File: config.mk
export PLATFORM = sky130hd
export DESIGN_NAME = line_position_pd_steering
export DESIGN_NICKNAME = d
export VERILOG_FILES = /design/src/sv/lpps_pkg.sv /design/src/sv/lpps_regs.sv /design/src/sv/lpps_ctrl.sv /design/src/sv/lpps_dp.sv /design/src/sv/line_position_pd_steering.sv
export VERILOG_INCLUDE_DIRS = /design/src /design/src/sv
export SDC_FILE = /design/constraint.sdc
export NUM_CORES = 1
export LEC_CHECK = 0
export ABC_AREA = 1
export BUFFER_PORTS_ARGS = -buffer_cell sky130_fd_sc_hd__buf_4
export CAP_MARGIN = 20
export CORE_ASPECT_RATIO = 0.6
export CORE_MARGIN = 4
export CORE_UTILIZATION = 25
export DETAILED_ROUTE_END_ITERATION = 10
export PLACE_DENSITY = 0.43
export SYNTH_ARGS = -nofsm -noshare
export SYNTH_HDL_FRONTEND = slang
export SYNTH_SLANG_ARGS = --single-unit
File: constraint.sdc
create_clock -name aclk -period 8 [get_ports aclk]
set_input_delay 0.8 -clock aclk [delete_from_list [all_inputs] [get_ports aclk]]
set_output_delay 0.8 -clock aclk [all_outputs]
set_load 0.005 [all_outputs]
File: src/sv/line_position_pd_steering_macros.svh
// ----------------------------------------------------------------------------
// line_position_pd_steering assertion macros
// concurrent check helpers, compiled out when ASSERT_OFF is set
// ----------------------------------------------------------------------------
`ifndef LINE_POSITION_PD_STEERING_MACROS_SVH
`define LINE_POSITION_PD_STEERING_MACROS_SVH

`ifndef ASSERT_OFF

// same-cycle implication
`define LPPS_ASSERT_IMPL(label, clk, rstn, ante, cons) \
    label: assert property (@(posedge clk) disable iff (!(rstn)) (ante) |-> (cons)) \
        else $error("lpps check failed");

// next-cycle implication
`define LPPS_ASSERT_NEXT(label, clk, rstn, ante, cons) \
    label: assert property (@(posedge clk) disable iff (!(rstn)) (ante) |=> (cons)) \
        else $error("lpps check failed");

// at most one bit high
`define LPPS_ASSERT_ONEHOT0(label, clk, rstn, vec) \
    label: assert property (@(posedge clk) disable iff (!(rstn)) $onehot0(vec)) \
        else $error("lpps check failed");

`else

`define LPPS_ASSERT_IMPL(label, clk, rstn, ante, cons)
`define LPPS_ASSERT_NEXT(label, clk, rstn, ante, cons)
`define LPPS_ASSERT_ONEHOT0(label, clk, rstn, vec)

`endif

`endif

File: src/sv/lpps_pkg.sv
// ----------------------------------------------------------------------------
// lpps_pkg
// shared types, widths, codes and the sensor error table
// ----------------------------------------------------------------------------
`default_nettype none

package lpps_pkg;

    localparam int SENS_W  = 5;
    localparam int GAIN_W  = 12;
    localparam int SPEED_W = 15;
    localparam int ERR_W   = 13;
    localparam int DIFF_W  = ERR_W + 1;
    localparam int PROD_W  = GAIN_W + 1 + DIFF_W;
    localparam int TOT_W   = PROD_W + 1;
    localparam int FRAC_W  = 8;
    localparam int ADJ_W   = TOT_W - FRAC_W;
    localparam int OUT_W   = 20;
    localparam int SUM_W   = ADJ_W + 2;
    localparam int MODE_W  = 2;
    localparam int ADDR_W  = 4;
    localparam int DATA_W  = 32;

    localparam logic signed [ERR_W-1:0] LOST_ERR = ERR_W'(3072);

    localparam logic [GAIN_W-1:0]  PROP_GAIN_RST  = GAIN_W'(512);
    localparam logic [GAIN_W-1:0]  DERIV_GAIN_RST = GAIN_W'(128);
    localparam logic [SPEED_W-1:0] BASE_SPEED_RST = SPEED_W'(7680);

    // register indexes (word address)
    localparam logic [1:0] REG_PROP_GAIN  = 2'd0;
    localparam logic [1:0] REG_DERIV_GAIN = 2'd1;
    localparam logic [1:0] REG_BASE_SPEED = 2'd2;

    // steer mode codes
    localparam logic [MODE_W-1:0] MODE_LEFT     = 2'd0;
    localparam logic [MODE_W-1:0] MODE_RIGHT    = 2'd1;
    localparam logic [MODE_W-1:0] MODE_STRAIGHT = 2'd2;

    typedef enum logic [2:0] {
        ST_IDLE,
        ST_MUL_P,
        ST_MUL_D,
        ST_SUM,
        ST_OUT
    } state_t;

    typedef struct packed {
        logic [GAIN_W-1:0]  prop_gain;
        logic [GAIN_W-1:0]  deriv_gain;
        logic [SPEED_W-1:0] base_speed;
    } cfg_t;

    typedef struct packed {
        logic load_in;
        logic mul_p;
        logic mul_d;
        logic sum;
        logic load_out;
    } dp_cmd_t;

    // average sensor weight in signed q5.8, truncated toward zero; no hits maps to 0
    function automatic logic signed [ERR_W-1:0] err_lookup(input logic [SENS_W-1:0] bits);
        logic signed [ERR_W-1:0] e;
        case (bits)
            5'd1:    e = -ERR_W'(2560);
            5'd2:    e = -ERR_W'(1280);
            5'd3:    e = -ERR_W'(1920);
            5'd5:    e = -ERR_W'(1280);
            5'd6:    e = -ERR_W'(640);
            5'd7:    e = -ERR_W'(1280);
            5'd8:    e = ERR_W'(1280);
            5'd9:    e = -ERR_W'(640);
            5'd11:   e = -ERR_W'(853);
            5'd12:   e = ERR_W'(640);
            5'd13:   e = -ERR_W'(426);
            5'd15:   e = -ERR_W'(640);
            5'd16:   e = ERR_W'(2560);
            5'd18:   e = ERR_W'(640);
            5'd19:   e = -ERR_W'(426);
            5'd20:   e = ERR_W'(1280);
            5'd22:   e = ERR_W'(426);
            5'd23:   e = -ERR_W'(320);
            5'd24:   e = ERR_W'(1920);
            5'd25:   e = ERR_W'(426);
            5'd26:   e = ERR_W'(853);
            5'd28:   e = ERR_W'(1280);
            5'd29:   e = ERR_W'(320);
            5'd30:   e = ERR_W'(640);
            default: e = '0;
        endcase
        return e;
    endfunction

endpackage

`default_nettype wire

File: src/sv/lpps_regs.sv
// ----------------------------------------------------------------------------
// lpps_regs
// apb register file for gains and base speed
// ----------------------------------------------------------------------------
`default_nettype none

module lpps_regs (
    input  wire logic                        aclk,
    input  wire logic                        aresetn,
    input  wire logic                        psel,
    input  wire logic                        penable,
    input  wire logic                        pwrite,
    input  wire logic [lpps_pkg::ADDR_W-1:0] paddr,
    input  wire logic [lpps_pkg::DATA_W-1:0] pwdata,
    output logic      [lpps_pkg::DATA_W-1:0] prdata,
    output logic                             pready,
    output lpps_pkg::cfg_t                   cfg
);
    import lpps_pkg::*;

    cfg_t       cfg_reg;
    cfg_t       cfg_next;
    logic       wr_en;
    logic [1:0] reg_idx;

    assign pready  = 1'b1;
    assign wr_en   = psel && penable && pwrite;
    assign reg_idx = paddr[ADDR_W-1:2];
    assign cfg     = cfg_reg;

    always_comb begin
        cfg_next = cfg_reg;
        if (wr_en) begin
            case (reg_idx)
                REG_PROP_GAIN:  cfg_next.prop_gain  = pwdata[GAIN_W-1:0];
                REG_DERIV_GAIN: cfg_next.deriv_gain = pwdata[GAIN_W-1:0];
                REG_BASE_SPEED: cfg_next.base_speed = pwdata[SPEED_W-1:0];
                default:        cfg_next = cfg_reg;
            endcase
        end
    end

    always_comb begin
        case (reg_idx)
            REG_PROP_GAIN:  prdata = DATA_W'(cfg_reg.prop_gain);
            REG_DERIV_GAIN: prdata = DATA_W'(cfg_reg.deriv_gain);
            REG_BASE_SPEED: prdata = DATA_W'(cfg_reg.base_speed);
            default:        prdata = '0;
        endcase
    end

    always_ff @(posedge aclk) begin
        if (!aresetn) begin
            cfg_reg.prop_gain  <= PROP_GAIN_RST;
            cfg_reg.deriv_gain <= DERIV_GAIN_RST;
            cfg_reg.base_speed <= BASE_SPEED_RST;
        end else begin
            cfg_reg <= cfg_next;
        end
    end

endmodule

`default_nettype wire

File: src/sv/lpps_ctrl.sv
// ----------------------------------------------------------------------------
// lpps_ctrl
// sequencer for one request: lookup, two multiplies, sum, result load
// ----------------------------------------------------------------------------
`default_nettype none

module lpps_ctrl (
    input  wire logic         aclk,
    input  wire logic         aresetn,
    input  wire logic         s_valid,
    output logic              s_ready,
    output logic              m_valid,
    input  wire logic         m_ready,
    output lpps_pkg::dp_cmd_t cmd
);
    import lpps_pkg::*;

    state_t state_reg;
    state_t state_next;
    logic   out_valid_reg;
    logic   out_valid_next;

    assign m_valid = out_valid_reg;

    always_comb begin
        state_next = state_reg;
        cmd        = '0;
        s_ready    = 1'b0;
        case (state_reg)
            ST_IDLE: begin
                s_ready = 1'b1;
                if (s_valid) begin
                    cmd.load_in = 1'b1;
                    state_next  = ST_MUL_P;
                end
            end
            ST_MUL_P: begin
                cmd.mul_p  = 1'b1;
                state_next = ST_MUL_D;
            end
            ST_MUL_D: begin
                cmd.mul_d  = 1'b1;
                state_next = ST_SUM;
            end
            ST_SUM: begin
                cmd.sum    = 1'b1;
                state_next = ST_OUT;
            end
            ST_OUT: begin
                // wait for the result register to drain
                if (!out_valid_reg || m_ready) begin
                    cmd.load_out = 1'b1;
                    state_next   = ST_IDLE;
                end
            end
            default: state_next = ST_IDLE;
        endcase
    end

    always_comb begin
        if (cmd.load_out) begin
            out_valid_next = 1'b1;
        end else if (m_ready) begin
            out_valid_next = 1'b0;
        end else begin
            out_valid_next = out_valid_reg;
        end
    end

    always_ff @(posedge aclk) begin
        if (!aresetn) begin
            state_reg     <= ST_IDLE;
            out_valid_reg <= 1'b0;
        end else begin
            state_reg     <= state_next;
            out_valid_reg <= out_valid_next;
        end
    end

endmodule

`default_nettype wire

File: src/sv/lpps_dp.sv
// ----------------------------------------------------------------------------
// lpps_dp
// error lookup, shared gain multiplier, pd sum, wheel targets
// ----------------------------------------------------------------------------
`default_nettype none

module lpps_dp (
    input  wire logic                            aclk,
    input  wire logic                            aresetn,
    input  wire lpps_pkg::dp_cmd_t               cmd,
    input  wire lpps_pkg::cfg_t                  cfg,
    input  wire logic [lpps_pkg::SENS_W-1:0]     s_sensor_bits,
    output logic signed [lpps_pkg::OUT_W-1:0]    m_left_target,
    output logic signed [lpps_pkg::OUT_W-1:0]    m_right_target,
    output logic        [lpps_pkg::MODE_W-1:0]   m_steer_mode
);
    import lpps_pkg::*;

    function automatic logic signed [OUT_W-1:0] sat_out(input logic signed [SUM_W-1:0] v);
        logic signed [SUM_W-1:0] lo;
        logic signed [SUM_W-1:0] hi;
        lo = SUM_W'(-(2 ** (OUT_W - 1)));
        hi = SUM_W'((2 ** (OUT_W - 1)) - 1);
        if (v < lo) begin
            return lo[OUT_W-1:0];
        end else if (v > hi) begin
            return hi[OUT_W-1:0];
        end else begin
            return v[OUT_W-1:0];
        end
    endfunction

    logic signed [ERR_W-1:0]  e_reg;
    logic signed [ERR_W-1:0]  last_err_reg;
    logic                     seen_reg;
    logic signed [DIFF_W-1:0] diff_reg;
    logic signed [PROD_W-1:0] prod_p_reg;
    logic signed [PROD_W-1:0] prod_d_reg;
    logic signed [TOT_W-1:0]  total_reg;
    logic signed [OUT_W-1:0]  left_reg;
    logic signed [OUT_W-1:0]  right_reg;
    logic [MODE_W-1:0]        mode_reg;

    logic                     seen_in;
    logic signed [ERR_W-1:0]  e_in;
    logic signed [GAIN_W:0]   mul_a;
    logic signed [DIFF_W-1:0] mul_b;
    logic signed [PROD_W-1:0] mul_out;
    logic                     tot_neg;
    logic                     tot_pos;
    logic signed [TOT_W-1:0]  tot_bias;
    logic signed [ADJ_W-1:0]  adj;
    logic signed [SUM_W-1:0]  base_ext;
    logic signed [SUM_W-1:0]  left_sum;
    logic signed [SUM_W-1:0]  right_sum;
    logic signed [OUT_W-1:0]  left_in;
    logic signed [OUT_W-1:0]  right_in;
    logic [MODE_W-1:0]        mode_in;

    // error from the table, or the held direction when the line is lost
    assign seen_in = |s_sensor_bits;
    always_comb begin
        if (seen_in) begin
            e_in = err_lookup(s_sensor_bits);
        end else if (last_err_reg < 0) begin
            e_in = -LOST_ERR;
        end else if (last_err_reg > 0) begin
            e_in = LOST_ERR;
        end else begin
            e_in = '0;
        end
    end

    // one multiplier shared by the proportional and derivative products
    assign mul_a   = cmd.mul_d ? $signed({1'b0, cfg.deriv_gain}) : $signed({1'b0, cfg.prop_gain});
    assign mul_b   = cmd.mul_d ? diff_reg : DIFF_W'(e_reg);
    assign mul_out = PROD_W'(mul_a) * PROD_W'(mul_b);

    // divide by 256 toward zero, then steer the inner wheel
    assign tot_neg  = total_reg[TOT_W-1];
    assign tot_pos  = !tot_neg && (|total_reg);
    assign tot_bias = total_reg + (tot_neg ? TOT_W'(255) : TOT_W'(0));
    assign adj      = tot_bias[TOT_W-1:FRAC_W];
    assign base_ext = $signed(SUM_W'(cfg.base_speed));
    assign left_sum  = base_ext + SUM_W'(adj);
    assign right_sum = base_ext - SUM_W'(adj);

    always_comb begin
        left_in  = sat_out(base_ext);
        right_in = sat_out(base_ext);
        mode_in  = MODE_STRAIGHT;
        if (tot_neg) begin
            left_in = sat_out(left_sum);
            mode_in = MODE_LEFT;
        end else if (tot_pos) begin
            right_in = sat_out(right_sum);
            mode_in  = MODE_RIGHT;
        end
    end

    always_ff @(posedge aclk) begin
        if (!aresetn) begin
            last_err_reg <= '0;
        end else if (cmd.mul_p && seen_reg) begin
            last_err_reg <= e_reg;
        end
    end

    always_ff @(posedge aclk) begin
        if (cmd.load_in) begin
            e_reg    <= e_in;
            seen_reg <= seen_in;
        end
        if (cmd.mul_p) begin
            prod_p_reg <= mul_out;
            diff_reg   <= DIFF_W'(e_reg) - DIFF_W'(last_err_reg);
        end
        if (cmd.mul_d) begin
            prod_d_reg <= mul_out;
        end
        if (cmd.sum) begin
            total_reg <= TOT_W'(prod_p_reg) + TOT_W'(prod_d_reg);
        end
        if (cmd.load_out) begin
            left_reg  <= left_in;
            right_reg <= right_in;
            mode_reg  <= mode_in;
        end
    end

    assign m_left_target  = left_reg;
    assign m_right_target = right_reg;
    assign m_steer_mode   = mode_reg;

endmodule

`default_nettype wire

File: src/sv/line_position_pd_steering.sv
// ----------------------------------------------------------------------------
// line_position_pd_steering
// five-sensor line position error with pd steering of the inner wheel
// ----------------------------------------------------------------------------
//
//   channel   direction  handshake           payload
//   s_        in         s_valid / s_ready   s_sensor_bits
//   m_        out        m_valid / m_ready   m_left_target, m_right_target,
//                                            m_steer_mode
//   apb       in         psel/penable/pready prop_gain, deriv_gain, base_speed
//
// one request occupies the block until its result loads: lookup in the
// accepting cycle, then proportional multiply, derivative multiply, sum,
// target stage; the result loads as the target stage ends, and the single
// shared gain multiplier is why the two multiplies are separate steps
// s_ready is high only in idle, so a new request waits for the last to load
// a finished result sits in the output register while the next request runs;
// the target stage holds if that register is still full and m_ready is low
// reset (synchronous, active low) restores default gains and clears the
// stored last error
// ----------------------------------------------------------------------------
`default_nettype none

`include "line_position_pd_steering_macros.svh"

module line_position_pd_steering (
    input  wire logic                                aclk,
    input  wire logic                                aresetn,
    // input requests
    input  wire logic                                s_valid,
    output logic                                     s_ready,
    input  wire logic [lpps_pkg::SENS_W-1:0]         s_sensor_bits,
    // results
    output logic                                     m_valid,
    input  wire logic                                m_ready,
    output logic signed [lpps_pkg::OUT_W-1:0]        m_left_target,
    output logic signed [lpps_pkg::OUT_W-1:0]        m_right_target,
    output logic        [lpps_pkg::MODE_W-1:0]       m_steer_mode,
    // configuration
    input  wire logic                                psel,
    input  wire logic                                penable,
    input  wire logic                                pwrite,
    input  wire logic [lpps_pkg::ADDR_W-1:0]         paddr,
    input  wire logic [lpps_pkg::DATA_W-1:0]         pwdata,
    output logic      [lpps_pkg::DATA_W-1:0]         prdata,
    output logic                                     pready
);
    import lpps_pkg::*;

    cfg_t    cfg;
    dp_cmd_t cmd;

    // gain and speed registers
    lpps_regs u_regs (
        .aclk    (aclk),
        .aresetn (aresetn),
        .psel    (psel),
        .penable (penable),
        .pwrite  (pwrite),
        .paddr   (paddr),
        .pwdata  (pwdata),
        .prdata  (prdata),
        .pready  (pready),
        .cfg     (cfg)
    );

    // request sequencer and result valid
    lpps_ctrl u_ctrl (
        .aclk    (aclk),
        .aresetn (aresetn),
        .s_valid (s_valid),
        .s_ready (s_ready),
        .m_valid (m_valid),
        .m_ready (m_ready),
        .cmd     (cmd)
    );

    // error, pd arithmetic and wheel targets
    lpps_dp u_dp (
        .aclk           (aclk),
        .aresetn        (aresetn),
        .cmd            (cmd),
        .cfg            (cfg),
        .s_sensor_bits  (s_sensor_bits),
        .m_left_target  (m_left_target),
        .m_right_target (m_right_target),
        .m_steer_mode   (m_steer_mode)
    );

    // only one datapath step per cycle
    `LPPS_ASSERT_ONEHOT0(a_cmd_onehot, aclk, aresetn, cmd)

    // a waiting result is never overwritten
    `LPPS_ASSERT_IMPL(a_no_overwrite, aclk, aresetn, cmd.load_out, (!m_valid || m_ready))

    // a loaded result is presented next cycle
    `LPPS_ASSERT_NEXT(a_load_shows, aclk, aresetn, cmd.load_out, m_valid)

    // busy right after an accepted request
    `LPPS_ASSERT_NEXT(a_busy_after_accept, aclk, aresetn, (s_valid && s_ready), (!s_ready))

endmodule

`default_nettype wire
==> flow_summary_export.csv <==
group,metric,value,unit
logic_synthesis,synth-seq-area-share,29.06,%
final_layout,drive_above_1_share,10.16,%
power,p_sw_share,39.88,%
logic_synthesis,synth_top_cells_by_count,"463 x nand2_1, 400 x inv_1, 235 x nor2_1",
logic_synthesis,synth_area_leader_cell,"edfxtp_1",
sta,fin_worst_skew,0.04255,ns
detailed_routing,first_pass_iters,5,
setup_path,slowest_delay,0.82,ns
power,powerDensity,191.9,nW/um^2
logic_synthesis,synthSimpleGateAreaFrac,20.35,%
placed_design,numPortBuffers,87,
power,power.switching,1.663,mW
floorplan,core_area,75830,um^2
floorplan,chipWidth,366.0,um
min_path,min_path_type,"input port to register",
detailed_routing,drt_drc_violations_left,0,
placed_design,dp.cells,3357,
logic_synthesis,synthFlopType,"edfxtp_1",
logic_synthesis,syn_area,19220,um^2
logic_synthesis,syn_avg_cell_area,8.321,um^2
logic_synthesis,syn_inst,2310,
detailed_routing,wire_per_inst,18.01,um
cts,cts_root_buffer,"clkbuf_16",
final_layout,final_util,28.65,%
sta,layout_min_cycle_time,7.539,ns
logic_synthesis,yosys.area_share.xor_xnor,4.778,%
logic_synthesis,yosys_warnings,0,
sta,rsz0062_at_grt,"no",
setup_path,endpoint_kind,"register",
sta,fin_setup_tns,0,ns
cts,cts.clk_slew.worst_paths,0.07,ns
floorplan,die_height,222.8,um
cts,htree_levels,1,
sta,finalCritPeriodShare,94.24,%
logic_synthesis,synth_fa_ha_area_share,26.44,%
sta,slew_violations,0,
global_route,met3_usage,4.489,%
placed_design,pre_cts_ws,0.5405,ns
placed_design,hpwl,50240,um
floorplan,start_util,25.35,%
global_route,grt_pass1_wl,93540,um
logic_synthesis,synth_top_area_share,23.43,%
cts,worstSkewPairLatency,0.57,ns
logic_synthesis,async_flop_share,0,%
logic_synthesis,synthTopCellsByArea,"edfxtp_1 23%, fa_1 17%, ha_1 9.6%",
logic_synthesis,synth_enable_flop_cells,150,
final_layout,largest_reg_flops,39,
detailed_routing,wirelength,61280,um
final_layout,fin_cells,3402,
logic_synthesis,synth-seq-cells,204,
setup_path,slowest_stage,"o21ai_1",
cts,holdBufCountCts,0,
detailed_routing,drt_first_iter_violations,1418,
power,combPwrFrac,41.0,%
floorplan,ios,125,
cts,cts_buffer_depth,3,
sta,finalSetupViolCount,0,
floorplan,num_rows,78,
global_route,met1_usage,24.77,%
detailed_routing,postRouteAntennaNets,0,
detailed_routing,avgViaCountPerCell,4.535,
logic_synthesis,synth_top_family_by_area,"adder cells",
setup_path,cp_data_required_time,8.29,ns
sta,fmax,132.6,MHz
cts,clkSinkCount,204,
placed_design,place_area,20940,um^2
sta,final.setup.worst_slack,0.4606,ns
sta,hold_viol_final,0,
cts,cts_tree,"done",
power,p_clk_share,25.9,%
logic_synthesis,synth.most_common_cell,"nand2_1",
final_layout,antenna_cells,0,
sta,slew_headroom,30.19,%
detailed_routing,num_vias,15428,
logic_synthesis,ys_types,58,
global_route,grt_max_degree,52,
job,max_cap_viol_count,0,
setup_path,critPathLaunchType,"register",
setup_path,critical_path_class,"register to register",
setup_path,arrival,7.83,ns
power,internal_power,2.507,mW
global_route,grt.overflow.total,0,
final_layout,layout.nets,2742,
logic_synthesis,muxShareOfSynthArea,0,%
global_route,grt_antenna_before_repair,0,
power,p_leak,10.01,nW
global_route,grt_pass1_vias,15162,
outcome,outcome,"completed",
global_route,grt_use_total,14.79,%
global_route,top_usage_layer,"met1",
power,ir_worst_vdd,0.0001626,V
cts,cts_made_buffers,24,
global_route,grtUsageMet2,17.88,%
final_layout,area_growth,13.02,%
final_layout,design_area,21720,um^2
power,seqPwrFrac,33.1,%
final_layout,fillCellCount,8112,
setup_path,crit_fanout,18,
floorplan,dieArea,81530,um^2
placed_design,gp_congestion,0.8977,
sta,worst_slew_pin_slew,1.040,ns
setup_path,crit_path_frequent_cell,"inv_1",
logic_synthesis,synth_compound_gate_area_share,9.393,%
[through the flow]
stage / hold slack (ns) / total power [mW]
3_5_place_dp: 0.4701 / 3.091
3_3_place_gp: 0.4637 / 3.089
6_report: 0.4654 / 4.170
5_1_grt: 0.4713 / 4.495
4_1_cts: 0.4196 / 4.214
2_1_floorplan: 0.4411 / 2.585
[critical path, delay by kind of cell (launching register included)]
kind	cells	cell delay, ns
adder cells (fa/ha/maj)	6	2.91
AO/OA/AOI/OAI	7	2.13
buffers and inverters	9	1.19
AND/OR/NAND/NOR	2	0.44
flip-flops	1	0.41
XOR/XNOR	1	0.19
[power by group through the flow]
stage / Sequential, mW / Combinational [mW] / Clock, mW
global placement: 1.40 / 1.69 / 0
detailed placement: 1.40 / 1.69 / 0
floorplan: 1.39 / 1.20 / 0
CTS: 1.38 / 1.70 / 1.13
global route: 1.39 / 1.94 / 1.17
finish: 1.38 / 1.71 / 1.08
[routing by layer]
| metal | share of wire (%) | wire length, um |
|---|---|---|
| met4 | 1.4 | 852 |
| met3 | 8.6 | 5297 |
| met2 | 34 | 20990 |
| met5 | 0 | 0 |
| met1 | 56 | 34140 |
[final timing paths]
| check | slack [ns] | endpoint | start | depth (start not counted) |
|---|---|---|---|---|
| max | 0.46 | u_dp.prod_d_reg[26]$_DFFE_PP_ | u_ctrl.state_reg[1]$_SDFFE_PN0P_ | 25 |
| max reg2reg | 0.46 | u_dp.prod_d_reg[26]$_DFFE_PP_ | u_ctrl.state_reg[1]$_SDFFE_PN0P_ | 25 |
| min reg2reg | 0.48 | u_regs.cfg[25]$_SDFFE_PN0P_ | u_regs.cfg[25]$_SDFFE_PN0P_ | 2 |
| min | 0.47 | u_regs.cfg[12]$_SDFFE_PN1P_ | pwdata[12] | 3 |
[layout make-up]
class | count | area [um^2] | share of cell area (%)
multi-input combinational | 1642 | 11800 | 54.33
sequential | 204 | 5585 | 25.71
inverter | 409 | 1536 | 7.072
tap | 1000 | 1251 | 5.759
timing repair buffer | 104 | 804.5 | 3.703
clock buffer | 32 | 671.9 | 3.093
clock inverter | 11 | 72.57 | 0.3340
[repair_timing]
item                       in CTS  in global routing
setup endpoints to repair       0                  2
setup buffers                   0                  0
gates resized for setup         0                  2
[cell families after synthesis]
family                     after synthesis
adders and majority gates              309
and+or+nand+nor                        889
DFF                                    204
xor gates and xnor gates               104
other                                    2
buffers and inverters                  480
AOI/OAI and AO/OA                      322
[layout by cell type (no fill, tap or decap), types with 25 or more instances in the layout]
master     synthesis  routed
nand3_1           55      55
nand2_2           35      35
nor2_1           235     233
ha_1             147     147
fa_1             162     162
dfxtp_1           54      54
xor2_1            75      75
inv_1            400     399
edfxtp_1         150     150
nand2_1          463     463
clkbuf_16          0      25
o21ai_0          114     110
a21oi_1          128     128
buf_4             18     102
xnor2_1           28      28
Power figures use the tool's default switching activity.
